--- src/hw/rtl/u8dec_pkg.sv ---
// Types, constants and lead-byte helpers of the lenient UTF-8 decoder.
// No dependencies; imported by the decode logic, result queue, top level and testbenches.
package u8dec_pkg;

	localparam int CP_WIDTH  = 21;
	localparam int LEN_WIDTH = 3;
	localparam int MAX_RES   = 3;

	// Lead-byte classification masks and patterns.
	localparam logic [7:0] ASCII_MASK = 8'h80;
	localparam logic [7:0] LEAD2_MASK = 8'hE0;
	localparam logic [7:0] LEAD2_PAT  = 8'hC0;
	localparam logic [7:0] LEAD3_MASK = 8'hF0;
	localparam logic [7:0] LEAD3_PAT  = 8'hE0;
	localparam logic [7:0] LEAD4_MASK = 8'hF8;
	localparam logic [7:0] LEAD4_PAT  = 8'hF0;

	// Payload bits kept from lead and continuation bytes.
	localparam logic [7:0] LEAD2_BITS = 8'h1F;
	localparam logic [7:0] LEAD3_BITS = 8'h0F;
	localparam logic [7:0] LEAD4_BITS = 8'h07;
	localparam logic [7:0] CONT_BITS  = 8'h3F;

	// Sequence lengths; LEN_NONE marks a byte that cannot start a sequence.
	localparam logic [LEN_WIDTH-1:0] LEN_NONE = 3'd0;
	localparam logic [LEN_WIDTH-1:0] LEN_ONE  = 3'd1;
	localparam logic [LEN_WIDTH-1:0] LEN_TWO  = 3'd2;
	localparam logic [LEN_WIDTH-1:0] LEN_THR  = 3'd3;
	localparam logic [LEN_WIDTH-1:0] LEN_FOUR = 3'd4;

	typedef struct packed {
		logic [CP_WIDTH-1:0]  cp;
		logic [LEN_WIDTH-1:0] len;
	} res_t;

	// Control from the decode logic to the top level and result queue.
	typedef struct packed {
		logic [1:0] res_cnt;   // results produced by this beat, 0 to 3
		logic       hold;      // the input byte joins the held sequence
		logic       text_end;  // beat closes the text
		logic [1:0] held_nxt;  // held byte count after this beat
	} dec_ctrl_t;

	function automatic logic [LEN_WIDTH-1:0] lead_length(input logic [7:0] b);
		logic [LEN_WIDTH-1:0] len;
		if ((b & ASCII_MASK) == 8'h00)
			len = LEN_ONE;
		else if ((b & LEAD2_MASK) == LEAD2_PAT)
			len = LEN_TWO;
		else if ((b & LEAD3_MASK) == LEAD3_PAT)
			len = LEN_THR;
		else if ((b & LEAD4_MASK) == LEAD4_PAT)
			len = LEN_FOUR;
		else
			len = LEN_NONE;
		return len;
	endfunction

endpackage

--- src/hw/rtl/u8dec_byte_if.sv ---
// Valid/ready channel that carries one text byte per beat into the decoder.
// Standalone; no package dependencies.
interface u8dec_byte_if;
	logic       valid;
	logic       ready;
	logic [7:0] text_byte;
	logic       end_of_text;

	modport source (output valid, output text_byte, output end_of_text, input ready);
	modport sink (input valid, input text_byte, input end_of_text, output ready);
endinterface

--- src/hw/rtl/u8dec_cp_if.sv ---
// Valid/ready channel that carries one decoded code point per beat.
// Standalone; the offset width is set by the OFFSET_WIDTH parameter.
interface u8dec_cp_if #(
	parameter int OFFSET_WIDTH = 16
);
	logic                    valid;
	logic                    ready;
	logic [20:0]             code_point;
	logic [OFFSET_WIDTH-1:0] byte_offset;
	logic [2:0]              byte_length;
	logic                    run_last;
	logic                    text_last;

	modport source (output valid, output code_point, output byte_offset,
		output byte_length, output run_last, output text_last, input ready);
	modport sink (input valid, input code_point, input byte_offset,
		input byte_length, input run_last, input text_last, output ready);
endinterface

--- src/hw/rtl/u8dec_decode.sv ---
// Combinational decode of one byte against the held partial sequence.
// Depends on u8dec_pkg for result types and lead-byte helpers.
module u8dec_decode #(
	parameter int OFFSET_WIDTH = 16
) (
	input  logic [7:0]                          text_byte,
	input  logic                                end_of_text,
	input  logic [2:0][7:0]                     held_bytes,
	input  logic [1:0]                          held_count,
	input  logic [OFFSET_WIDTH-1:0]             next_offset,
	output u8dec_pkg::res_t [2:0]               res,
	output logic [2:0][OFFSET_WIDTH-1:0]        res_offset,
	output u8dec_pkg::dec_ctrl_t                ctrl,
	output logic [OFFSET_WIDTH-1:0]             next_offset_nxt
);
	import u8dec_pkg::*;

	// Saturating add of a small byte count to an offset.
	function automatic logic [OFFSET_WIDTH-1:0] sat_add(
		input logic [OFFSET_WIDTH-1:0] base,
		input logic [2:0]              inc
	);
		logic [OFFSET_WIDTH:0] sum;
		sum = {1'b0, base} + (OFFSET_WIDTH+1)'(inc);
		return sum[OFFSET_WIDTH] ? {OFFSET_WIDTH{1'b1}} : sum[OFFSET_WIDTH-1:0];
	endfunction

	logic [7:0]           buf0, buf1, buf2, buf3;
	logic [LEN_WIDTH-1:0] len_in, len_lead, len_rem, seq_n;
	logic [CP_WIDTH-1:0]  full_cp, rem2_cp;
	logic [2:0][1:0]      pos;
	logic [2:0]           consumed;

	// Sequence bytes in order: held bytes first, then the new byte.
	assign buf0 = (held_count == 2'd0) ? text_byte : held_bytes[0];
	assign buf1 = (held_count == 2'd1) ? text_byte : held_bytes[1];
	assign buf2 = (held_count == 2'd2) ? text_byte : held_bytes[2];
	assign buf3 = text_byte;

	assign len_in   = lead_length(text_byte);
	assign len_lead = lead_length(held_bytes[0]);
	assign len_rem  = lead_length(buf1);
	assign seq_n    = LEN_WIDTH'(held_count) + LEN_WIDTH'(1);

	always_comb begin
		case (len_lead)
			LEN_TWO:  full_cp = CP_WIDTH'({buf0 & LEAD2_BITS, buf1[5:0]});
			LEN_THR:  full_cp = CP_WIDTH'({buf0 & LEAD3_BITS, buf1[5:0], buf2[5:0]});
			LEN_FOUR: full_cp = CP_WIDTH'({buf0[2:0] & LEAD4_BITS[2:0], buf1[5:0],
				buf2[5:0], buf3[5:0]});
			default:  full_cp = CP_WIDTH'(buf0);
		endcase
	end

	assign rem2_cp = CP_WIDTH'({buf1[4:0] & LEAD2_BITS[4:0], buf2[5:0] & CONT_BITS[5:0]});

	always_comb begin
		res           = '0;
		pos           = '0;
		consumed      = 3'd0;
		ctrl.res_cnt  = 2'd0;
		ctrl.hold     = 1'b0;
		ctrl.text_end = end_of_text;
		if (held_count == 2'd0) begin
			// Fresh byte: single-byte code point, a truncated lead at the end, or held.
			if (len_in == LEN_NONE || len_in == LEN_ONE || end_of_text) begin
				res[0]       = '{cp: CP_WIDTH'(text_byte), len: LEN_ONE};
				ctrl.res_cnt = 2'd1;
				consumed     = 3'd1;
			end else begin
				ctrl.hold = 1'b1;
			end
		end else if (seq_n == len_lead) begin
			res[0]       = '{cp: full_cp, len: len_lead};
			ctrl.res_cnt = 2'd1;
			consumed     = seq_n;
		end else if (end_of_text) begin
			// Truncated sequence: the lead goes out alone and the rest is decoded again.
			res[0] = '{cp: CP_WIDTH'(buf0), len: LEN_ONE};
			pos[1] = 2'd1;
			if (held_count == 2'd1) begin
				res[1]       = '{cp: CP_WIDTH'(buf1), len: LEN_ONE};
				ctrl.res_cnt = 2'd2;
			end else if (len_rem == LEN_TWO) begin
				res[1]       = '{cp: rem2_cp, len: LEN_TWO};
				ctrl.res_cnt = 2'd2;
			end else begin
				res[1]       = '{cp: CP_WIDTH'(buf1), len: LEN_ONE};
				res[2]       = '{cp: CP_WIDTH'(buf2), len: LEN_ONE};
				pos[2]       = 2'd2;
				ctrl.res_cnt = 2'd3;
			end
			consumed = seq_n;
		end else begin
			ctrl.hold = 1'b1;
		end
		// A byte is only held when the text goes on, so the count grows by one.
		ctrl.held_nxt = ctrl.hold ? held_count + 2'd1 : 2'd0;
	end

	// Saturation is monotone, so each offset is one clamped add from the base.
	always_comb begin
		for (int k = 0; k < MAX_RES; k++)
			res_offset[k] = sat_add(next_offset, {1'b0, pos[k]});
	end

	assign next_offset_nxt = end_of_text ? '0 : sat_add(next_offset, consumed);

endmodule

--- src/hw/rtl/u8dec_res_queue.sv ---
// Result register for up to three code points of one input beat, drained in order.
// Depends on u8dec_pkg and drives the u8dec_cp_if output channel.
module u8dec_res_queue #(
	parameter int OFFSET_WIDTH = 16
) (
	input  logic                         clk,
	input  logic                         arst_n,
	input  logic                         load,
	input  u8dec_pkg::res_t [2:0]        res,
	input  logic [2:0][OFFSET_WIDTH-1:0] res_offset,
	input  u8dec_pkg::dec_ctrl_t         ctrl,
	output logic                         can_load,
	u8dec_cp_if.source                   cps
);
	import u8dec_pkg::*;

	logic [1:0]                   rem_q;
	logic                         text_end_q;
	res_t [2:0]                   ent_q;
	logic [2:0][OFFSET_WIDTH-1:0] off_q;
	logic                         fire;

	assign fire     = cps.valid && cps.ready;
	assign can_load = (rem_q == 2'd0) || (rem_q == 2'd1 && cps.ready);

	always_ff @(posedge clk or negedge arst_n) begin
		if (!arst_n) begin
			rem_q <= 2'd0;
		end else if (load) begin
			rem_q <= ctrl.res_cnt;
		end else if (fire) begin
			rem_q <= rem_q - 2'd1;
		end
	end

	// Entries shift toward slot 0 so the head is always a plain register.
	always_ff @(posedge clk) begin
		if (load) begin
			ent_q      <= res;
			off_q      <= res_offset;
			text_end_q <= ctrl.text_end;
		end else if (fire) begin
			ent_q[0] <= ent_q[1];
			ent_q[1] <= ent_q[2];
			off_q[0] <= off_q[1];
			off_q[1] <= off_q[2];
		end
	end

	assign cps.valid       = (rem_q != 2'd0);
	assign cps.code_point  = ent_q[0].cp;
	assign cps.byte_offset = off_q[0];
	assign cps.byte_length = ent_q[0].len;
	assign cps.run_last    = (rem_q == 2'd1);
	assign cps.text_last   = text_end_q && (rem_q == 2'd1);

endmodule

--- src/hw/rtl/utf8_lenient_decoder.sv ---
// Top level of the lenient streaming UTF-8 decoder: input register, held state.
// Depends on u8dec_pkg, u8dec_byte_if, u8dec_cp_if, u8dec_decode, u8dec_res_queue.
//
//   Channel  | Role | Beat payload
//   ---------+------+-------------------------------------------------------------
//   byte_ch  | in   | text_byte, end_of_text
//   cp_ch    | out  | code_point, byte_offset, byte_length, run_last, text_last
//
// A byte beat is registered and decoded in the following cycle; its results are
// loaded into the result queue once it has room and are offered from the queue
// register. The decoder takes one byte per cycle as long as each byte yields at
// most one code point and the sink keeps up; the queue drains one code point per
// cycle while the sink is ready, so a truncated end of text holds the input until
// its code points drain. arst_n clears all control state; held bytes do not need
// it. A stall on cp_ch backs up into the input register and then byte_ch.
module utf8_lenient_decoder #(
	parameter int OFFSET_WIDTH = 16
) (
	input  logic        clk,
	input  logic        arst_n,
	u8dec_byte_if.sink  byte_ch,
	u8dec_cp_if.source  cp_ch
);
	import u8dec_pkg::*;

	// Input register stage.
	logic       valid_s1;
	logic [7:0] byte_s1;
	logic       last_s1;

	// Partial sequence carried between bytes. Only entries below the count are read.
	logic [2:0][7:0]         held_bytes_q;
	logic [1:0]              held_count_q;
	logic [OFFSET_WIDTH-1:0] next_offset_q;

	res_t [2:0]                   res;
	logic [2:0][OFFSET_WIDTH-1:0] res_offset;
	dec_ctrl_t                    ctrl;
	logic [OFFSET_WIDTH-1:0]      next_offset_nxt;
	logic                         can_load;
	logic                         advance;
	logic                         in_fire;

	// The registered byte moves on once the queue has room for its results.
	assign advance       = valid_s1 && can_load;
	assign byte_ch.ready = !valid_s1 || advance;
	assign in_fire       = byte_ch.valid && byte_ch.ready;

	always_ff @(posedge clk or negedge arst_n) begin
		if (!arst_n) begin
			valid_s1 <= 1'b0;
		end else if (in_fire) begin
			valid_s1 <= 1'b1;
		end else if (advance) begin
			valid_s1 <= 1'b0;
		end
	end

	always_ff @(posedge clk) begin
		if (in_fire) begin
			byte_s1 <= byte_ch.text_byte;
			last_s1 <= byte_ch.end_of_text;
		end
	end

	// Held state advances together with the byte that was decoded against it.
	always_ff @(posedge clk or negedge arst_n) begin
		if (!arst_n) begin
			held_count_q  <= 2'd0;
			next_offset_q <= '0;
		end else if (advance) begin
			held_count_q  <= ctrl.held_nxt;
			next_offset_q <= next_offset_nxt;
		end
	end

	// A held byte is always appended at the current count, which is below three.
	always_ff @(posedge clk) begin
		if (advance && ctrl.hold) begin
			held_bytes_q[held_count_q] <= byte_s1;
		end
	end

	u8dec_decode #(
		.OFFSET_WIDTH(OFFSET_WIDTH)
	) u_decode (
		.text_byte      (byte_s1),
		.end_of_text    (last_s1),
		.held_bytes     (held_bytes_q),
		.held_count     (held_count_q),
		.next_offset    (next_offset_q),
		.res            (res),
		.res_offset     (res_offset),
		.ctrl           (ctrl),
		.next_offset_nxt(next_offset_nxt)
	);

	u8dec_res_queue #(
		.OFFSET_WIDTH(OFFSET_WIDTH)
	) u_res_queue (
		.clk       (clk),
		.arst_n    (arst_n),
		.load      (advance),
		.res       (res),
		.res_offset(res_offset),
		.ctrl      (ctrl),
		.can_load  (can_load),
		.cps       (cp_ch)
	);

endmodule

--- src/flat_wrapper.sv ---
// flat-port wrapper written by rule: the top's interface ports become plain ports
module utf8_lenient_decoder_flat import u8dec_pkg::*;
#(
	parameter int OFFSET_WIDTH = 16
)
  (clk, arst_n, byte_ch_valid, byte_ch_text_byte, byte_ch_end_of_text, byte_ch_ready, cp_ch_valid, cp_ch_code_point, cp_ch_byte_offset, cp_ch_byte_length, cp_ch_run_last, cp_ch_text_last, cp_ch_ready);
  u8dec_byte_if byte_ch_i ();
  u8dec_cp_if #(.OFFSET_WIDTH(OFFSET_WIDTH)) cp_ch_i ();
  input  logic clk;
  input  logic arst_n;
  input wire logic [$bits(byte_ch_i.valid)-1:0] byte_ch_valid;
  input wire logic [$bits(byte_ch_i.text_byte)-1:0] byte_ch_text_byte;
  input wire logic [$bits(byte_ch_i.end_of_text)-1:0] byte_ch_end_of_text;
  output wire logic [$bits(byte_ch_i.ready)-1:0] byte_ch_ready;
  output wire logic [$bits(cp_ch_i.valid)-1:0] cp_ch_valid;
  output wire logic [$bits(cp_ch_i.code_point)-1:0] cp_ch_code_point;
  output wire logic [$bits(cp_ch_i.byte_offset)-1:0] cp_ch_byte_offset;
  output wire logic [$bits(cp_ch_i.byte_length)-1:0] cp_ch_byte_length;
  output wire logic [$bits(cp_ch_i.run_last)-1:0] cp_ch_run_last;
  output wire logic [$bits(cp_ch_i.text_last)-1:0] cp_ch_text_last;
  input wire logic [$bits(cp_ch_i.ready)-1:0] cp_ch_ready;
  assign byte_ch_i.valid = byte_ch_valid;
  assign byte_ch_i.text_byte = byte_ch_text_byte;
  assign byte_ch_i.end_of_text = byte_ch_end_of_text;
  assign byte_ch_ready = byte_ch_i.ready;
  assign cp_ch_valid = cp_ch_i.valid;
  assign cp_ch_code_point = cp_ch_i.code_point;
  assign cp_ch_byte_offset = cp_ch_i.byte_offset;
  assign cp_ch_byte_length = cp_ch_i.byte_length;
  assign cp_ch_run_last = cp_ch_i.run_last;
  assign cp_ch_text_last = cp_ch_i.text_last;
  assign cp_ch_i.ready = cp_ch_ready;
  utf8_lenient_decoder #(.OFFSET_WIDTH(OFFSET_WIDTH)) u_core (.clk(clk), .arst_n(arst_n), .byte_ch(byte_ch_i), .cp_ch(cp_ch_i));
endmodule
--- config.mk ---
export PLATFORM = sky130hd
export DESIGN_NAME = utf8_lenient_decoder_flat
export DESIGN_NICKNAME = d
export VERILOG_FILES = /design/src/hw/rtl/u8dec_pkg.sv /design/src/hw/rtl/u8dec_byte_if.sv /design/src/hw/rtl/u8dec_cp_if.sv /design/src/hw/rtl/u8dec_decode.sv /design/src/hw/rtl/u8dec_res_queue.sv /design/src/hw/rtl/utf8_lenient_decoder.sv /design/src/flat_wrapper.sv
export SDC_FILE = /design/constraint.sdc
export NUM_CORES = 1
export LEC_CHECK = 0
export BUFFER_PORTS_ARGS = -buffer_cell sky130_fd_sc_hd__buf_4
export CORE_MARGIN = 3
export CORE_UTILIZATION = 50
export CTS_CLUSTER_DIAMETER = 60
export DETAILED_ROUTE_END_ITERATION = 16
export PLACE_DENSITY = 0.72
export SYNTH_ARGS = -nofsm -noshare
export SYNTH_HDL_FRONTEND = slang
export SYNTH_HIERARCHICAL = 1
export SYNTH_SLANG_ARGS = --single-unit
--- constraint.sdc ---
create_clock -name clk -period 4.45 [get_ports clk]
set_input_delay 0.445 -clock clk [delete_from_list [all_inputs] [get_ports clk]]
set_output_delay 0.445 -clock clk [all_outputs]
set_load 0.05 [all_outputs]
; ---- After elaboration in Yosys (flattened, before gate mapping)
; Index checks and enable logic that the tools add are counted.
[totals]
output_inout_bits = 44
in_bits = 13
regBits = 175
elab_cells = 127
[op_classes]
eq_ne = 18
add_sub_neg = 6
n_reduce_logical = 23
muxes = 57
n_bitwise = 1
magnitude_cmp = 2
[ops]
columns = op, n
row1 = $mux 24, 4
row2 = $mux 48, 2
row3 = $mux 32, 2
row4 = $pmux 21 s3, 1
row5 = $mux 16, 3
row6 = $mux 3, 16
row7 = $mux 38, 1
row8 = $add 16x2->17, 2
row9 = $mux 14, 2
row10 = $bwmux 24, 1
row11 = $logic_not 8->1, 3
row12 = $mux 8, 3
row13 = $mux 11, 2
row14 = $add 16x3->17, 1
row15 = $demux 8 s2, 1
row16 = $eq 5x5->1 const B, 3
row17 = $mux 2, 7
row18 = $eq 3x3->1 const B, 4
row19 = $eq 4x4->1 const B, 3
row20 = $mux 4, 3
row21 = $eq 3x2->1 const B, 3
row22 = $mux 1, 9
row23 = $logic_and 1x1->1, 7
row24 = $reduce_bool 2->1, 3
row25 = 16 further kinds, 21

; ---- Longest topological paths before layout
; Gate-level depths: netlist (run 1).
[logic_depth]
ltp_word = 16
depth_mapped = 16

; ---- Modules after synthesis
; Netlist (run 1), hierarchy kept.
[modules_own_cells]
columns = module, area_each_um2, n_inst, cells_per_inst
row1 = u8dec_res_queue, 5114.9, 1, 270
row2 = u8dec_decode, 2621.3, 1, 405
row3 = utf8_lenient_decoder, 1816.7, 1, 82

; ---- Worst setup path after synthesis (run 1)
; OpenSTA, ideal clock, no wires.
[synth_timing]
path_kind = register to register
from = register u_core.u_res_queue.rem_q[1]
to = register u_core.u_res_queue.ent_q (netlist bit u_core/u_res_queue/cps.byte_length[0]), enable pin
stages_incl_launch_ff = 12
slack_ns = 0.338
period_less_slack_ns = 4.112
t_required_ns = 4.046
t_arrival_ns = 3.708
path_cell_list = dfrtp_1 -> inv_1 -> ha_1 -> nand2_1 -> nand2_1 -> nand2_2 -> buf_6 -> inv_1 -> buf_6 -> buf_6 -> buf_6 -> or2_2
[synth_between]
elab_chain_len = 5
elab_cells_between_ends = 8
[synth_lines]
columns = element, line_no
row1 = start: declaration, u8dec_res_queue.sv:17  ; logic [1:0] rem_q;
row2 = start signal: assignment, u8dec_res_queue.sv:30  ; rem_q <= ctrl.res_cnt;
row3 = start signal: assignment, u8dec_res_queue.sv:32  ; rem_q <= rem_q - 2'd1;
row4 = $eq 2x1->1, -
row5 = via cp_ch_run_last, flat_wrapper.sv:19  ; output wire logic [$bits(cp_ch_i.run_last)-1:0] cp_ch_run_last;
row6 = $logic_and 1x1->1, u8dec_res_queue.sv:24  ; assign can_load = (rem_q == 2'd0) || (rem_q == 2'd1 && cps.ready);
row7 = $logic_or 1x1->1, u8dec_res_queue.sv:24
row8 = via u_core.can_load, utf8_lenient_decoder.sv:40  ; logic can_load;
row9 = $logic_and 1x1->1, utf8_lenient_decoder.sv:45  ; assign advance = valid_s1 && can_load;
row10 = via u_core.advance, utf8_lenient_decoder.sv:41  ; logic advance;
row11 = $reduce_bool 2->1 (no source line), -
row12 = end signal: assignment, u8dec_res_queue.sv:39  ; ent_q <= res;
row13 = end: declaration, u8dec_res_queue.sv:19  ; res_t [2:0] ent_q;
; The timed path passes the listed nets, and every way through them passes these cells.
; A chain may end at the register's enable or synchronous reset.

; ---- Worst setup path after layout (run 1)
[layout_timing]
from = register u_core.held_count_q[0]
to = register u_core.next_offset_q[13]
[layout_between]
elab_chain_len = 7
elab_cells_between_ends = 9
[layout_lines]
columns = element, line_no
row1 = start: declaration, utf8_lenient_decoder.sv:33  ; logic [1:0] held_count_q;
row2 = start signal: assignment, utf8_lenient_decoder.sv:72  ; held_count_q <= ctrl.held_nxt;
row3 = $add 2x1->3, u8dec_decode.sv:43  ; assign seq_n = LEN_WIDTH'(held_count) + LEN_WIDTH'(1);
row4 = $eq 3x3->1 / $mux 3 (equally long branches), "u8dec_decode.sv:73, u8dec_decode.sv:77"
row5 = $mux 3, u8dec_decode.sv:73  ; end else if (seq_n == len_lead) begin
row6 = $mux 3 *, u8dec_decode.sv:64  ; if (held_count == 2'd0) begin
row7 = $add 16x3->17 *, u8dec_decode.sv:24  ; sum = {1'b0, base} + (OFFSET_WIDTH+1)'(inc);
row8 = $mux 16 *, u8dec_decode.sv:25  ; return sum[OFFSET_WIDTH] ? {OFFSET_WIDTH{1'b1}} : sum[OFFSET_WIDTH-1:0];
row9 = $mux 16 *, u8dec_decode.sv:107  ; assign next_offset_nxt = end_of_text ? '0 : sat_add(next_offset, consumed);
row10 = via u_core.next_offset_nxt[13], utf8_lenient_decoder.sv:39  ; logic [OFFSET_WIDTH-1:0] next_offset_nxt;
row11 = end signal: assignment, utf8_lenient_decoder.sv:73  ; next_offset_q <= next_offset_nxt;
row12 = end: declaration, utf8_lenient_decoder.sv:34  ; logic [OFFSET_WIDTH-1:0] next_offset_q;
; The timed path passes the listed nets; every way through them passes the cells marked *.

==> results of run 1 <==
-- path summary, 6_finish.rpt --
path / startpoint / to / slack [ps] / cells past startpoint
worst max-delay path: u_core/held_count_q[0] / u_core/next_offset_q[13] / 260 / 15
worst min register to register: u_core/u_res_queue/ent_q[55] / u_core/u_res_queue/ent_q[31] / 540 / 1
worst min-delay path: byte_ch_text_byte[1] / u_core/byte_s1[1] / 190 / 1
min in group asynchronous: arst_n / u_core/next_offset_q[14] / 440 / 2
max in group asynchronous: arst_n / u_core/u_res_queue/rem_q[0] / 3770 / 2
worst max register to register: u_core/held_count_q[0] / u_core/next_offset_q[13] / 260 / 15
-- routing by layer --
layer  global-route usage  part of all wire
met1               0.2375              0.42
met2               0.3246              0.51
met3              0.04266             0.040
met4              0.06578             0.029
met5                    0                 0
-- what timing repair did --
action,4_1_cts,5_1_grt
resized for setup,0,1
hold buffers,1,0
setup endpoints to repair,0,2
setup buffers,0,0
hold endpoints to repair,21,0
-- power by group --
group,internal (µW),switching (µW),leakage [µW]
combinational,1120,1890,0.00191
sequential,2690,251,0.00179
clock,882,620,0.000287
-- worst max-delay path: cells and delay by family, from the launching register on --
family,cells,cell delay [ps]
AND/OR/NAND/NOR,4,760
flip-flops,1,550
AO/OA/AOI/OAI,6,1290
adder cells (fa/ha/maj),3,1040
buffers and inverters,1,150
multiplexers,1,260
-- cell families (layout without fill, tap and decap cells) --
| kind of cell | Yosys count | after routing | synth area share |
|---|---|---|---|
| AOI/OAI and AO/OA | 89 | 89 | 0.07309 |
| xor gates and xnor gates | 21 | 21 | 0.01925 |
| adders and majority gates | 14 | 14 | 0.01912 |
| buffers and inverters | 138 | 122 | 0.09666 |
| DFF | 175 | 175 | 0.5391 |
| muxes | 119 | 119 | 0.1466 |
| other | 1 | 26 | 0.0003926 |
| and+or+nand+nor | 200 | 200 | 0.1058 |
-- registers in the layout, indices dropped and copies added (netlist names) --
register                            count
u_core/byte_s1                          8
u_core/held_bytes_q                    24
u_core/held_count_q                     2
u_core/last_s1                          1
u_core/next_offset_q                   16
u_core/u_res_queue/cps.byte_length      3
u_core/u_res_queue/cps.byte_offset     16
u_core/u_res_queue/cps.code_point      21
u_core/u_res_queue/ent_q               48
u_core/u_res_queue/off_q               32
u_core/u_res_queue/rem_q                2
u_core/u_res_queue/text_end_q           1
u_core/valid_s1                         1
-- cells in the final DEF, fill, tap and decap left out, drive strengths merged, types with 11 or more instances in the layout --
master  count
buf        70
nand2      50
ha         13
nor2       53
and2       13
mux2i      12
nand3      22
xnor2      15
inv        21
conb       26
clkbuf     18
mux2      107
a21oi      15
edfxtp    154
nor3       11
dfrtp      21
-- through the flow --
| stage | utilization | hold WS [ps] | total power, µW | cells |
|---|---|---|---|---|
| 2_1_floorplan | - | 149.4 | 5505 | 782 |
| 3_3_place_gp | 0.5239 | 359.7 | 5919 | 962 |
| 3_5_place_dp | 0.5239 | 359.4 | 6004 | 962 |
| 4_1_cts | 0.5568 | 169.9 | 7528 | 995 |
| 5_1_grt | 0.5571 | 165.4 | 7828 | 995 |
| 6_report | 0.5571 | 188.0 | 7459 | 995 |
-- cell type report --
type | instances | area share
Clock buffer | 18 | 0.04189
Clock inverter | 14 | 0.01612
Timing Repair Buffer | 71 | 0.05471
Tap cell | 229 | 0.02796
Multi-Input combinational cell | 469 | 0.3495
Inverter | 19 | 0.007205
Sequential cell | 175 | 0.5026
==> flow_summary.json, run 1 <==
{
  "n_antenna_cell": 0,
  "synthCells": 757,
  "grt_pass1_vias": 5653,
  "filler_cell_count": 1525,
  "multi_input_area_um2": 3581,
  "routed-via-count": 5717,
  "critPathSlowestCell": "dfrtp_1",
  "endpoint_kind": "flop",
  "fin_nets": 780,
  "clock_latency_ps": 440,
  "synth.cells.most_frequent": "edfxtp_1 (154), buf_4 (84), mux2_2 (83)",
  "synth_area_leader_cell": "edfxtp_1",
  "die_area_um2": 20800,
  "seqCellArea_um2": 5150,
  "drt_first_pass_iters": 6,
  "drv_slew": 0,
  "post-route-min-period_ps": 4186,
  "fin_ws_ps": 263.7,
  "hold_viol": 0,
  "fp.dieH_um": 144.2,
  "clk_pin_slew_ps": 60,
  "yosysMostFrequentCell": "edfxtp_1",
  "initial_core_util": 0.5194,
  "setup_viol": 0,
  "clock-sinks": 175,
  "grt_util_all_layers": 0.1893,
  "stdcell_area_um2": 10250,
  "grt_start_max_net_pins": 78,
  "cts.path.max_buffers": 2,
  "ctsRootBufferMaster": "clkbuf_16",
  "startpoint_type": "flop",
  "setup_tns_ps": 0,
  "skew_ps": 14.34,
  "async_flop_share": 0.1200,
  "die_w_um": 144.2,
  "crit_arrival_ps": 4500,
  "antenna_found_initial": 0,
  "min_path_type": "in2reg",
  "area_growth_pct": 7.256,
  "pre_cts_slack_ps": 209.8,
  "drt_iter0_drc": 464,
  "syn_area_per_cell_um2": 12.62,
  "post-route-period-util": 0.9407,
  "crit_path_cell_trace": "inv_1 -> ha_1 -> nand4bb_1 -> a21oi_1 -> o211a_1 -> o31ai_2 -> a21oi_1 -> ha_1 -> fa_1 -> a21o_1 -> nand2_1 -> or3_1 -> nand3_1 -> o211a_1 -> mux2_4",
  "synth_ff_type": "edfxtp_1",
  "tightest_slew_ps": 1054,
  "ys_types": 70,
  "syn_area_um2": 9553,
  "ys_seq_elements": 175,
  "crit_required_ps": 4770,
  "core-area_um2": 18390,
  "drt-wirelength-per-cell_um": 19.37,
  "ant_nets": 0,
  "ir_drop_mv": 0.3792,
  "critical_path_class": "reg2reg",
  "grt_pass1_wl_mm": 30.28,
  "placed_area_um2": 9637,
  "yosysTopAreaCellShare": 0.4841,
  "slew_headroom": 0.2955,
  "status": "complete, no violations",
  "vias_per_cell": 5.746,
  "drive_gt1_frac": 0.2872,
  "htreeDepth": 4,
  "p_per_area_nw_per_um2": 728.0,
  "gp_congestion": 0.8711,
  "remaining_drc_errors": 0,
  "crit_fanout": 12,
  "synth_warnings": 6,
  "fp-row-count": 49,
  "power_leakage_uw": 0.003991,
  "tritoncts": "done",
  "critical_path.max_stage_delay_ps": 550,
  "portBuffers": 56,
  "fmax_ghz": 0.2389,
  "synth_edf_count": 154,
  "overflow": 0,
  "rsz0062_at_grt": "no",
  "synth_seq_area_share": 0.5391,
  "dp_hpwl_mm": 12.93,
  "routed_wl_mm": 19.28,
  "cts_buffers": 17,
  "boundaryPins": 57,
  "ys_top_cells_by_area": "edfxtp_1 (48%), mux2_2 (9.8%), buf_4 (6.6%)",
  "cap_violations": 0
}
Note: power is estimated with default switching activity, not from simulation.
==> inputs of run 2 (changes only) <==
Clock period 4.45 ns to 5.4 ns, I/O delays scaled along.
==> flow_summary.json, run 2 (synthesized netlist as in run 1, its figures left out) <==
{
  "status": "complete, no violations",
  "cts-hold-fix-buffers": 0,
  "drive_gt1_frac": 0.2776,
  "grt_start_max_net_pins": 81,
  "portBuffers": 56,
  "critical_path.max_stage_delay_ps": 560,
  "final_cells": 982,
  "placed_area_um2": 9522,
  "min_path_type": "in2async",
  "core-area_um2": 18390,
  "tightest_slew_ps": 1154,
  "ir_drop_mv": 0.3216,
  "fin_nets": 767,
  "die_w_um": 144.2,
  "endpoint_kind": "flop",
  "gp_congestion": 0.8667,
  "crit_path_cell_trace": "inv_1 -> ha_1 -> nand4bb_1 -> a21oi_1 -> o211a_1 -> o31ai_1 -> a21oi_1 -> ha_1 -> fa_1 -> a21o_1 -> nand2_1 -> or3_1 -> nand3_1 -> o211a_1 -> mux2_4",
  "largest_reg_flops": 48,
  "cts_buffers": 17,
  "critPathLaunch": "u_core/held_count_q[0]",
  "overflow": 0,
  "n_antenna_cell": 0,
  "dp.cells": 950,
  "post-route-period-util": 0.8276,
  "tritoncts": "done",
  "grt_pass1_wl_mm": 31.35,
  "slew_headroom": 0.2308,
  "regMostFlops": "u_core/u_res_queue/ent_q",
  "cpLargestDelayFamily": "compound AO/OA/AOI/OAI gates",
  "antenna_found_initial": 0,
  "fp.dieH_um": 144.2,
  "grt_pass1_vias": 5771,
  "crit_fanout": 12,
  "drt_first_pass_iters": 5,
  "setup_viol": 0,
  "ctsRootBufferMaster": "clkbuf_16",
  "startpoint_type": "flop",
  "reg_top3": "u_core/u_res_queue/ent_q x48, u_core/u_res_queue/off_q x32, u_core/held_bytes_q x24",
  "crit_arrival_ps": 4780,
  "routed_wl_mm": 19.49,
  "critPathSlowestCell": "dfrtp_1",
  "dp_hpwl_mm": 13.05,
  "fmax_ghz": 0.2237,
  "critical_path_class": "reg2reg",
  "hold_viol": 0,
  "routed-via-count": 5703,
  "fp-row-count": 49,
  "drv_slew": 0,
  "vias_per_cell": 5.808,
  "stdcell_area_um2": 10120,
  "power_leakage_uw": 0.003916,
  "htreeDepth": 4,
  "cts.path.max_buffers": 2,
  "area_growth_pct": 5.933,
  "die_area_um2": 20800,
  "final_common_cell": "edfxtp_1",
  "post-route-min-period_ps": 4469,
  "rsz0062_at_grt": "no",
  "skew_ps": 8.028,
  "clock_latency_ps": 430,
  "cts-resized-gates": 0,
  "clock-sinks": 175,
  "worst-path-buf-inv": 1,
  "clk_pin_slew_ps": 60,
  "drt-wirelength-per-cell_um": 19.85,
  "setup_tns_ps": 0,
  "grt_util_all_layers": 0.1960,
  "fin_ws_ps": 930.7,
  "final_cell_mix": "edfxtp_1 (154), mux2_2 (83), buf_4 (58)",
  "timing.rr.start": "u_core/held_count_q[0]",
  "boundaryPins": 57,
  "drt_iter0_drc": 472,
  "post_cts.repair.setup_buffers": 0,
  "p_per_area_nw_per_um2": 600.9,
  "ant_nets": 0,
  "initial_core_util": 0.5194,
  "crit_required_ps": 5710,
  "cap_violations": 0,
  "remaining_drc_errors": 0,
  "pre_cts_slack_ps": 1022,
  "finalPower_uw": 6080
}
## run 2: cell count changes in the layout (fill, tap and decap cells not counted), moves of 2 or more
cell / delta
clkinv_1: -2
clkbuf_8: +3
inv_6: +3
buf_12: -2
clkinv_4: -2
buf_4: -10
## run 2: area by class of cell
type                            count  area [µm²]
Clock buffer                       21       470.5
Clock inverter                     11       127.6
Fill cell                        1532        8273
Inverter                           19       73.82
Multi-Input combinational cell    469        3576
Sequential cell                   175        5150
Tap cell                          229       286.5
Timing Repair Buffer               58       435.4
## run 2: metrics by stage
step / hold WS, ps / util
2_1_floorplan: 244.4 / -
3_3_place_gp: 462.2 / 0.5177
3_5_place_dp: 470.6 / 0.5177
4_1_cts: 6.822 / 0.5502
5_1_grt: 10.84 / 0.5502
6_report: 11.40 / 0.5502
## run 2: path summary, 6_finish.rpt
kind | slack (ps) | end | cells past startpoint
min reg2reg | 530 | u_core/u_res_queue/ent_q[31] | 1
max in group asynchronous | 5140 | u_core/held_count_q[0] | 1
max | 930 | u_core/next_offset_q[13] | 15
max reg2reg | 930 | u_core/next_offset_q[13] | 15
min in group clk | 290 | u_core/byte_s1[5] | 1
min | 10 | u_core/next_offset_q[12] | 1
## run 2: per-layer routing
layer  GRT usage  share of wire  up-vias
li1            -              -     2647
met3     0.04167          0.044       38
met4     0.07511          0.026        0
met1      0.2430           0.41     2832
met5           0              0        -
met2      0.3376           0.52      186
## run 2: power by group
group	total (µW)	internal, µW	switching [µW]	leakage, µW
sequential	2440	2230	213	0.00179
clock	1230	722	506	0.000287
combinational	2410	875	1530	0.00183
total	6080	3830	2250	0.00392
